### src/hdl/pir_pkg.sv
// Package: shared types, constants and register indexes for the PIR presence tracker.
package pir_pkg;

   localparam int TIME_WIDTH  = 32;
   localparam int COUNT_WIDTH = 16;
   localparam int CSR_IDX_WIDTH  = 2;
   localparam int CSR_DATA_WIDTH = 8;
   localparam int WIN_MIN_WIDTH  = 8;
   localparam int WIN_LIM_WIDTH  = 24;

   localparam logic [TIME_WIDTH-1:0] HOLD_MS         = TIME_WIDTH'(5000);
   localparam logic [TIME_WIDTH-1:0] START_WINDOW_MS = TIME_WIDTH'(180 * 1000);
   localparam logic [WIN_LIM_WIDTH-WIN_MIN_WIDTH-1:0] MS_PER_MIN =
      (WIN_LIM_WIDTH-WIN_MIN_WIDTH)'(60 * 1000);
   localparam logic [WIN_LIM_WIDTH-1:0] MS_PER_S_LESS1 = WIN_LIM_WIDTH'(1000 - 1);
   localparam logic [COUNT_WIDTH-1:0] COUNT_MAX = {COUNT_WIDTH{1'b1}};
   localparam logic [COUNT_WIDTH-1:0] COUNT_ONE = COUNT_WIDTH'(1);
   localparam logic [COUNT_WIDTH-1:0] COUNT_ESTABLISHED = COUNT_WIDTH'(2);

   localparam logic [CSR_IDX_WIDTH-1:0] CSR_SENSOR_ENABLE = 2'd0;
   localparam logic [CSR_IDX_WIDTH-1:0] CSR_REPORT_ENABLE = 2'd1;
   localparam logic [CSR_IDX_WIDTH-1:0] CSR_WINDOW_MIN    = 2'd2;

   typedef struct packed {
      logic [TIME_WIDTH-1:0] now_ms;
      logic                  pir_level;
   } req_type;

   typedef struct packed {
      logic                   motion_state;
      logic                   report_valid;
      logic                   report_level;
      logic [COUNT_WIDTH-1:0] presence_count;
      logic                   episode_start;
   } rsp_type;

endpackage

### src/hdl/pir_core.sv
// Configuration registers, tracker state and the per-poll update logic.
module pir_core (
   input  logic                                  clock,
   input  logic                                  reset,
   input  logic                                  csr_we,
   input  logic [pir_pkg::CSR_IDX_WIDTH-1:0]     csr_index,
   input  logic [pir_pkg::CSR_DATA_WIDTH-1:0]    csr_wdata,
   input  logic                                  poll_fire,
   input  pir_pkg::req_type                      poll,
   output pir_pkg::rsp_type                      result
);
   import pir_pkg::*;

   logic                     sensor_enable_ff;
   logic                     report_enable_ff;
   logic [WIN_MIN_WIDTH-1:0] window_min_ff;

   logic                   motion_held_ff,  motion_held_in;
   logic [TIME_WIDTH-1:0]  last_sample_ff,  last_sample_in;
   logic [TIME_WIDTH-1:0]  ep_first_ff,     ep_first_in;
   logic [TIME_WIDTH-1:0]  ep_last_ff,      ep_last_in;
   logic [COUNT_WIDTH-1:0] ep_count_ff,     ep_count_in;

   logic [TIME_WIDTH-1:0]    since_sample, since_first, since_last;
   logic [WIN_LIM_WIDTH-1:0] win_limit;
   logic                     sampled, extend;

   always_ff @(posedge clock) begin
      if (reset) begin
         sensor_enable_ff <= 1'b1;
         report_enable_ff <= 1'b0;
         window_min_ff    <= '0;
      end else if (csr_we) begin
         unique case (csr_index)
            CSR_SENSOR_ENABLE: sensor_enable_ff <= csr_wdata[0];
            CSR_REPORT_ENABLE: report_enable_ff <= csr_wdata[0];
            CSR_WINDOW_MIN:    window_min_ff    <= csr_wdata[WIN_MIN_WIDTH-1:0];
            default: ;
         endcase
      end
   end

   // Whole-second truncation folded into the limits:
   // secs < 180 <=> ms < 180000; secs <= W*60 <=> ms <= W*60000 + 999.
   assign since_sample = poll.now_ms - last_sample_ff;
   assign since_first  = poll.now_ms - ep_first_ff;
   assign since_last   = poll.now_ms - ep_last_ff;
   assign win_limit    = WIN_LIM_WIDTH'(window_min_ff * MS_PER_MIN) + MS_PER_S_LESS1;
   assign sampled      = sensor_enable_ff && (!motion_held_ff || since_sample >= HOLD_MS);
   assign extend       = (since_first < START_WINDOW_MS) ||
                         (since_last <= TIME_WIDTH'(win_limit) &&
                          ep_count_ff > COUNT_ESTABLISHED);

   always_comb begin
      motion_held_in = motion_held_ff;
      last_sample_in = last_sample_ff;
      ep_first_in    = ep_first_ff;
      ep_last_in     = ep_last_ff;
      ep_count_in    = ep_count_ff;
      result         = '0;
      if (sampled) begin
         if (motion_held_ff && !poll.pir_level && report_enable_ff) begin
            result.report_valid = 1'b1;
         end
         motion_held_in = poll.pir_level;
         if (poll.pir_level) begin
            last_sample_in = poll.now_ms;
            ep_last_in     = poll.now_ms;
            if (report_enable_ff) begin
               result.report_valid = 1'b1;
               result.report_level = 1'b1;
            end
            if (extend) begin
               if (ep_count_ff != COUNT_MAX) begin
                  ep_count_in = ep_count_ff + COUNT_ONE;
               end
            end else begin
               ep_first_in          = poll.now_ms;
               ep_count_in          = COUNT_ONE;
               result.episode_start = 1'b1;
            end
         end
      end
      result.motion_state   = motion_held_in;
      result.presence_count = ep_count_in;
   end

   always_ff @(posedge clock) begin
      if (reset) begin
         motion_held_ff <= 1'b0;
         last_sample_ff <= '0;
         ep_first_ff    <= '0;
         ep_last_ff     <= '0;
         ep_count_ff    <= '0;
      end else if (poll_fire) begin
         motion_held_ff <= motion_held_in;
         last_sample_ff <= last_sample_in;
         ep_first_ff    <= ep_first_in;
         ep_last_ff     <= ep_last_in;
         ep_count_ff    <= ep_count_in;
      end
   end

endmodule

### src/hdl/pir_presence_tracker_top.sv
// Top level of the PIR presence tracker: core update logic plus a two-entry result buffer.
// A poll's result is registered into the output register, or into the skid entry if the sink stalls.
// Throughput: one poll per cycle while the skid entry is empty; the state update is a combinational compare/add path.
// req_ready is registered-only (skid empty), so a stalled rsp_ side never blocks req_ combinationally.
// Reset (synchronous, active high): sensor enabled, reports off, window 0 min, all state zero,
// both result entries empty.
module pir_presence_tracker_top (
   input  logic                               clock,
   input  logic                               reset,
   // poll input
   input  logic                               req_valid,
   output logic                               req_ready,
   input  pir_pkg::req_type                   req_payload,
   // result output
   output logic                               rsp_valid,
   input  logic                               rsp_ready,
   output pir_pkg::rsp_type                   rsp_payload,
   // configuration writes
   input  logic                               csr_we,
   input  logic [pir_pkg::CSR_IDX_WIDTH-1:0]  csr_index,
   input  logic [pir_pkg::CSR_DATA_WIDTH-1:0] csr_wdata
);
   import pir_pkg::*;

   rsp_type core_result;
   rsp_type out_ff,  skid_ff;
   logic    out_valid_ff, skid_valid_ff;
   logic    in_xfer, out_xfer;

   // A poll transfer updates state in the same edge it is taken.
   assign in_xfer  = req_valid && req_ready;
   assign out_xfer = out_valid_ff && rsp_ready;

   pir_core u_core (
      .clock     (clock),
      .reset     (reset),
      .csr_we    (csr_we),
      .csr_index (csr_index),
      .csr_wdata (csr_wdata),
      .poll_fire (in_xfer),
      .poll      (req_payload),
      .result    (core_result)
   );

   // Output register plus skid entry. The skid entry fills only when a
   // result arrives while the output register is held by a stalled sink.
   always_ff @(posedge clock) begin
      if (reset) begin
         out_valid_ff  <= 1'b0;
         skid_valid_ff <= 1'b0;
      end else if (skid_valid_ff) begin
         if (out_xfer) begin
            skid_valid_ff <= 1'b0;
         end
      end else if (in_xfer) begin
         if (out_valid_ff && !rsp_ready) begin
            skid_valid_ff <= 1'b1;
         end else begin
            out_valid_ff <= 1'b1;
         end
      end else if (out_xfer) begin
         out_valid_ff <= 1'b0;
      end
   end

   // Payload registers: no reset needed.
   always_ff @(posedge clock) begin
      if (skid_valid_ff) begin
         if (out_xfer) begin
            out_ff <= skid_ff;
         end
      end else if (in_xfer) begin
         if (out_valid_ff && !rsp_ready) begin
            skid_ff <= core_result;
         end else begin
            out_ff <= core_result;
         end
      end
   end

   assign req_ready   = !skid_valid_ff;
   assign rsp_valid   = out_valid_ff;
   assign rsp_payload = out_ff;

   // The skid entry never holds a result while the output register is empty.
   a_skid_behind_out: assert property (@(posedge clock) disable iff (reset)
      skid_valid_ff |-> out_valid_ff)
      else $error("skid entry valid with empty output register");

   // A transfer into a stalled, occupied output must land in the skid entry.
   a_stall_to_skid: assert property (@(posedge clock) disable iff (reset)
      (in_xfer && out_valid_ff && !rsp_ready) |=> skid_valid_ff)
      else $error("result lost on stalled output");

   // A new episode always restarts the count at one with motion held.
   a_episode_start: assert property (@(posedge clock) disable iff (reset)
      (rsp_valid && rsp_payload.episode_start) |->
         (rsp_payload.presence_count == COUNT_ONE && rsp_payload.motion_state))
      else $error("episode start without count one and motion");

   // A reported level is only ever nonzero on a valid report with motion held.
   a_report_level: assert property (@(posedge clock) disable iff (reset)
      (rsp_valid && rsp_payload.report_level) |->
         (rsp_payload.report_valid && rsp_payload.motion_state))
      else $error("report level set without a valid motion report");

endmodule
### config.mk
export PLATFORM = sky130hd
export DESIGN_NAME = pir_presence_tracker_top
export DESIGN_NICKNAME = d
export VERILOG_FILES = /design/src/hdl/pir_pkg.sv /design/src/hdl/pir_core.sv /design/src/hdl/pir_presence_tracker_top.sv
export SDC_FILE = /design/constraint.sdc
export NUM_CORES = 1
export LEC_CHECK = 0
export BUFFER_PORTS_ARGS = -buffer_cell sky130_fd_sc_hd__buf_4
export CAP_MARGIN = 20
export CORE_MARGIN = 2
export CORE_UTILIZATION = 58
export CTS_CLUSTER_SIZE = 24
export DETAILED_ROUTE_END_ITERATION = 16
export GPL_TIMING_DRIVEN = 0
export MAX_ROUTING_LAYER = met4
export PLACE_DENSITY = 0.83
export SLEW_MARGIN = 15
export SYNTH_ARGS = -nofsm -noshare
export SYNTH_HDL_FRONTEND = slang
export SYNTH_SLANG_ARGS = --single-unit
### constraint.sdc
create_clock -name clock -period 8.9 [get_ports clock]
set_clock_uncertainty 0.15 [all_clocks]
set_input_delay 1.78 -clock clock [delete_from_list [all_inputs] [get_ports clock]]
set_output_delay 1.78 -clock clock [all_outputs]
set_load 0.005 [all_outputs]
==> results of run 1 <==
[kinds of logic after synthesis]
kind of cell / count (synthesis) / synth area share (%)
buf+inv: 208 / 6.76
fa+ha+maj: 156 / 16.7
compound gates: 405 / 21.8
xor+xnor: 63 / 4.44
simple gates: 532 / 20.1
flops: 133 / 24.0
mux: 79 / 6.24
[routing by layer]
metal	part of all wire (%)	GRT usage (%)
met5	0	-
met4	2.5	9.26
met3	6.5	4.18
met2	46	48.9
met1	45	41.9
[worst min-delay path by stage]
stage / depth (start not counted) / end / slack, ps
3_3_place_gp: 2 / u_core.ep_first_ff[0] / 280
2_1_floorplan: 2 / u_core.ep_first_ff[0] / 270
6_report: 2 / u_core.ep_first_ff[0] / 310
3_5_place_dp: 2 / u_core.ep_first_ff[0] / 300
5_1_grt: 2 / u_core.ep_first_ff[15] / 330
4_1_cts: 2 / u_core.ep_first_ff[0] / 310
[where the power goes]
part | leakage (nW) | total (mW) | switching, mW | internal, mW
Combinational | 4.38 | 0.663 | 0.402 | 0.260
Clock | 0.291 | 0.745 | 0.342 | 0.403
Sequential | 1.14 | 0.669 | 0.0163 | 0.652
Total | 5.81 | 2.08 | 0.761 | 1.32
[state kept, by name, indices dropped and copies added, names as in the netlist]
register                 flops
rsp_payload                 20
rsp_valid                    1
skid_ff                     20
skid_valid_ff                1
u_core.ep_count_ff          16
u_core.ep_first_ff          32
u_core.last_sample_ff       32
u_core.motion_held_ff        1
u_core.report_enable_ff      1
u_core.sensor_enable_ff      1
u_core.window_min_ff         8
[synthesized netlist by cell type (all sizes together) (29+ instances only)]
cell type and number:
nand4 31, xnor2 39, nor3 32, nand3 50, nand2 175, mux2i 76
dfxtp 93, inv 136, o21ai 63, buf 29, edfxtp 40, a211oi 33
nor2 125, a21oi 113, ha 133, clkbuf 42
[per-stage QoR]
stage	std cells	power, mW	cell area [um2]
6_report	1956	2.08	14200
5_1_grt	1956	2.17	14200
4_1_cts	1956	2.07	14200
3_5_place_dp	1924	1.33	13600
3_3_place_gp	1923	1.31	13600
2_1_floorplan	1576	1.15	12700
[cell type report]
cell class,count,share of cell area [%]
Inverter,137,3.61
Clock inverter,15,1.28
Timing Repair Buffer,68,3.61
Sequential cell,133,21.5
Clock buffer,17,2.99
Multi-Input combinational cell,1235,62.1
Buffer,71,2.44
Tap cell,280,2.46
[critical path: cells and delay by family, from the launching register on]
family                   cells  cell delay, ps
flip-flops                   1             560
AO/OA/AOI/OAI               10            2320
adder cells (fa/ha/maj)      6            2270
AND/OR/NAND/NOR              8            1930
buffers and inverters        3             410
XOR/XNOR                     2             550
[timing repair]
item | in CTS | in global routing
endpoints found under the hold margin | 0 | 0
gates resized for setup | 0 | 2
endpoints found under the setup margin | 0 | 77
==> out/summary.log, run 1 <==
[placement] number of port buffers 67
[placement] Post-Place Worst Slack 330 ps
[clocking] clock tree from TritonCTS done
[route] Pre-antenna DRT Iters 6
[synth] Yosys warnings 0
[critical_path] critical register-to-register path startpoint u_core.window_min_ff[5]
[critical_path] capture point of the worst path rsp_payload[3]
[clocking] buffers inserted by post-CTS timing repair 0
[timing] worst setup margin 479 ps
[synth] Post-synth EDFFs 40
[route] average wire length per cell after detail routing 18.1 um
[synth] largest area contributor in the netlist dfxtp_1
[pwr] Worst VDD drop 0.147 mV
[floorplanning] Die Y-Extent 152 um
[timing] shortest clock period the worst path allows after layout 8420 ps
[floorplanning] horizontal extent of the die 152 um
[route] Antenna Violating Nets Remaining 0
[finish] Fillers 1855
[critical_path] launching element type of the critical path register
[grt] Global Route Usage Sum 31.0%
[timing] unrepaired setup endpoints after global routing false
[finish] area of the multi-input gates 8830 um2
[route] count of unresolved DRC violations after routing 0
[route] average vias per placed instance 6.28
[critical_path] worst reg2reg setup slack 480 ps
[route] Starting DRT DRC Count 934
[route] via count 12300
[finish] fraction of final layout cells sized beyond drive strength 1 9.67%
[clocking] total of hold buffers inserted after clock tree synthesis 0
[hold_path] path type of the worst min-delay path register to register
[route] DRT Wirelength 35.4 mm
[placement] Post-DP HPWL 27.0 mm
[synth] async set or reset register ratio after synthesis 0%
[grt] antenna violations before repair 0
[timing] setup violation total in the final timing report 0
[timing] Total Neg Setup Slack 0 ps
[pwr] power per standard cell area 146 nW/um2
[pwr] cell leakage power 5.81 nW
[floorplanning] die footprint 23200 um2
[timing] Max Slew Vio Count 0
[synth] Synth Cell Area 12700 um2
[timing] Max Clk Rate 0.119 GHz
[critical_path] Worst Setup SP u_core.window_min_ff[5]
[timing] Worst Max-Slew Pin Slew 1090 ps
[outcome] outcome finished, final reports clean
[critical_path] slowest CP cell dfxtp_1
[synth] prevailing post-synth register cell dfxtp_1
[floorplanning] Initial Util 58.7%
[synth] FF+latch count, synth 133
[placement] RD Place Congestion 0.995
[critical_path] largest driver fanout on the critical path 10
[hold_path] Worst Min Path Start u_core.ep_first_ff[0]
[timing] Min Hold Slack 309 ps
[synth] net count after synthesis 1780
[critical_path] required arrival time at the worst endpoint 8960 ps
[job] Max Cap Viol 0
[synth] per-instance average area after synthesis 8.08 um2
[critical_path] maximum cell stage delay along the critical path 560 ps
[clocking] buffer type at the clock tree root clkbuf_16
[timing] Relative slew margins 27.3%
[critical_path] element type at the critical path end register
[critical_path] endpoint of the lowest-slack register-to-register path rsp_payload[3]
[timing] Final Hold Violating Endpoints 0
[timing] fraction of the cycle the final worst path needs 94.6%
[critical_path] worst-case reg-to-reg path depth 29
[synth] part of the Yosys area used for sequential elements 24.0%
[critical_path] CP Data Arrival Time 8480 ps
[clocking] total CTS buffers 17
[grt] GRT overflow 0
[floorplanning] I/O pin cnt 70
[synth] leading cell types by total area after synthesis dfxtp_1 (15%), ha_1 (13%), edfxtp_1 (9.4%)
[finish] most frequent cells in the layout nand2_1 (175), inv_1 (136), ha_1 (133)
[clocking] CTS clk-pin slew, worst paths 70 ps
[synth] count of distinct cell types in the synthesized netlist 90
[clocking] clock latency on the worst-skew pair 440 ps
[finish] relative area change from synthesis to final layout 11.7%
[floorplanning] core footprint 21700 um2
[finish] Layout Nets 1867
[grt] maximum number of pins on one net before global-route repair 21
[clocking] clock sink count 133
[finish] area occupied by registers 3060 um2
[synth] portion of synthesized cell area occupied by the leading cell type 14.6%
[synth] cell count after synthesis 1576
[grt] wire length of the first global-routing pass 58.2 mm
[clocking] maximum level of the CTS H-tree 4
[finish] commonest non-fill, non-tap cell in the layout nand2_1
[grt] via count of the first global-routing pass 11500
[finish] number of antenna cells inserted 0
[finish] post-layout utilization of the core 65.6%
[clocking] maximum root-to-sink buffer count 2
[critical_path] Setup CP Type register to register
[floorplanning] row count 54
Power figures use the tool's default switching activity.
==> run 2, diff against run 1 <==
--- a/config.mk
+++ b/config.mk
@@ -9,3 +9,3 @@
 export CAP_MARGIN = 20
-export CORE_MARGIN = 2
+export CORE_MARGIN = 5
 export CORE_UTILIZATION = 58
==> constraint.sdc (replaced) <==
create_clock -name clock -period 8.9 [get_ports clock]
set_clock_uncertainty 0.15 [all_clocks]
set_input_delay 0.445 -clock clock [delete_from_list [all_inputs] [get_ports clock]]
set_output_delay 0.445 -clock clock [all_outputs]
set_load 0.005 [all_outputs]
==> run 2 against run 1 <==
Global-route usage shrank 2.4 points. Critical path depth up 1. Largest cell class unchanged. Die area up 8.0%. Utilization decreased by 0.28 points. Clock power is 1% lower. Sequential cell count is the same. Maximum frequency rose by 0.73%. Sequential power about the same. Register-to-register slack better by 60 ps. Sequential share of layout area is essentially flat.
==> out/summary.log, run 2 (synthesized netlist as in run 1, its figures left out) <==
[outcome] outcome finished, final reports clean
[clocking] buffer type at the clock tree root clkbuf_16
[finish] largest registers u_core.ep_first_ff x32, u_core.last_sample_ff x32
[floorplanning] die footprint 25000 um2 [+8.0%]
[grt] antenna violations before repair 0 [unchanged]
[finish] relative area change from synthesis to final layout 11.6%
[timing] Max Slew Vio Count 0 [unchanged]
[floorplanning] row count 54 [unchanged]
[critical_path] Worst Setup SP u_core.window_min_ff[5]
[route] Pre-antenna DRT Iters 5 [-1]
[critical_path] CP Data Arrival Time 8430 ps [-50 ps]
[route] Starting DRT DRC Count 1063 [+14%]
[hold_path] path type of the worst min-delay path input port to register
[floorplanning] core footprint 21800 um2 [+0.31%]
[clocking] total of hold buffers inserted after clock tree synthesis 0 [unchanged]
[critical_path] required arrival time at the worst endpoint 8970 ps [about the same]
[timing] unrepaired setup endpoints after global routing false
[clocking] maximum root-to-sink buffer count 2 [unchanged]
[route] Antenna Violating Nets Remaining 0 [unchanged]
[route] average vias per placed instance 6.25 [-0.50%]
[timing] fraction of the cycle the final worst path needs 93.9% [-0.69 points]
[clocking] clock sink count 133 [unchanged]
[clocking] clock tree from TritonCTS done
[grt] via count of the first global-routing pass 11600 [+0.71%]
[grt] maximum number of pins on one net before global-route repair 21 [unchanged]
[clocking] CTS clk-pin slew, worst paths 70 ps [about the same]
[finish] most frequent cells in the layout nand2_1 (175), inv_1 (136), ha_1 (133)
[pwr] power per standard cell area 145 nW/um2 [-0.51%]
[finish] Layout Nets 1867 [unchanged]
[floorplanning] Die Y-Extent 158 um [+3.9%]
[pwr] Worst VDD drop 0.119 mV [-19%]
[timing] Final Hold Violating Endpoints 0 [unchanged]
[clocking] total CTS buffers 17 [unchanged]
[grt] Global Route Usage Sum 28.6% [-2.4 points]
[route] count of unresolved DRC violations after routing 0 [unchanged]
[route] DRT Wirelength 35.2 mm [-0.52%]
[route] average wire length per cell after detail routing 18.0 um [-0.52%]
[floorplanning] horizontal extent of the die 158 um [+3.9%]
[timing] Max Clk Rate 0.120 GHz [+0.73%]
[placement] Post-DP HPWL 27.0 mm [about the same]
[clocking] clock latency on the worst-skew pair 430 ps [about the same]
[finish] number of antenna cells inserted 0 [unchanged]
[timing] Total Neg Setup Slack 0 ps [unchanged]
[critical_path] element type at the critical path end register
[timing] Min Hold Slack 65.0 ps [-244 ps]
[placement] RD Place Congestion 0.965 [-3.0%]
[timing] shortest clock period the worst path allows after layout 8360 ps [-61.1 ps]
[grt] wire length of the first global-routing pass 57.1 mm [-1.9%]
[finish] fraction of final layout cells sized beyond drive strength 1 9.61% [-0.060 points]
[critical_path] critical register-to-register path startpoint u_core.window_min_ff[5]
[finish] commonest non-fill, non-tap cell in the layout nand2_1
[placement] number of port buffers 67 [unchanged]
[hold_path] Worst Min Path Start rsp_ready
[timing] Worst Max-Slew Pin Slew 1070 ps [-17.3 ps]
[clocking] maximum level of the CTS H-tree 4 [unchanged]
[critical_path] maximum cell stage delay along the critical path 560 ps [about the same]
[critical_path] launching element type of the critical path register
[floorplanning] Initial Util 58.6% [-0.18 points]
[route] via count 12200 [-0.50%]
[critical_path] slowest CP cell dfxtp_1
[grt] GRT overflow 0 [unchanged]
[pwr] cell leakage power 5.80 nW [-0.15%]
[job] Max Cap Viol 0 [unchanged]
[floorplanning] I/O pin cnt 70 [unchanged]
[critical_path] largest driver fanout on the critical path 10 [unchanged]
[timing] setup violation total in the final timing report 0 [unchanged]
[timing] Relative slew margins 28.4% [+1.2 points]
[critical_path] Setup CP Type register to register
==> run 2: worst max-delay path, delay by kind of cell (launching register included) <==
kind	cells	cell delay [ps]
xor gates and xnor gates	2	540
adders and majority gates	6	2250
DFF	1	560
buffers and inverters	4	500
AOI/OAI and AO/OA	10	2210
and+or+nand+nor	8	1940
==> run 2: worst paths after layout <==
path	to	slack (ps)	depth (start not counted)
setup reg to reg	rsp_payload[10]	540	30
hold / removal	skid_valid_ff	70	2
setup / recovery	rsp_payload[10]	540	30
hold reg to reg	u_core.ep_first_ff[6]	310	2
==> run 2: report_power, final <==
| group | total, mW | leakage (nW) | internal [mW] | switching (mW) |
|---|---|---|---|---|
| combinational | 0.661 | 4.38 | 0.260 | 0.400 |
| sequential | 0.669 | 1.14 | 0.653 | 0.0161 |
| clock | 0.734 | 0.283 | 0.420 | 0.314 |
==> run 2: layout make-up <==
type	count	area (um2)
Sequential cell	133	3060
Clock inverter	15	166
Fill cell	1822	7540
Timing Repair Buffer	68	514
Clock buffer	17	425
Multi-Input combinational cell	1235	8830
Buffer	71	347
Inverter	137	514
Tap cell	280	350
==> run 2: what timing repair did <==
item / CTS / global route
resized for setup: 0 / 2
buffers inserted: 0 / 0
setup endpoints to repair: 0 / 80
==> run 2: through the flow <==
step | cells | cell area [um2] | power [mW] | setup WS [ps] | util [%]
4_1_cts | 1956 | 14200 | 2.05 | 283 | 65.3
5_1_grt | 1956 | 14200 | 2.16 | 118 | 65.3
2_1_floorplan | 1576 | 12700 | 1.15 | 1500 | -
3_5_place_dp | 1924 | 13600 | 1.33 | 362 | 62.5
3_3_place_gp | 1923 | 13600 | 1.31 | 505 | 62.5
6_report | 1956 | 14200 | 2.06 | 540 | 65.3
==> run 2: per-layer routing <==
layer / global-route usage (%) / vias to the layer above / wire, um
met5: - / - / 0
met4: 7.15 / 0 / 654
met3: 4.62 / 71 / 2540
met2: 45.2 / 473 / 16300
met1: 38.5 / 5791 / 15600
li1: - / 5894 / -
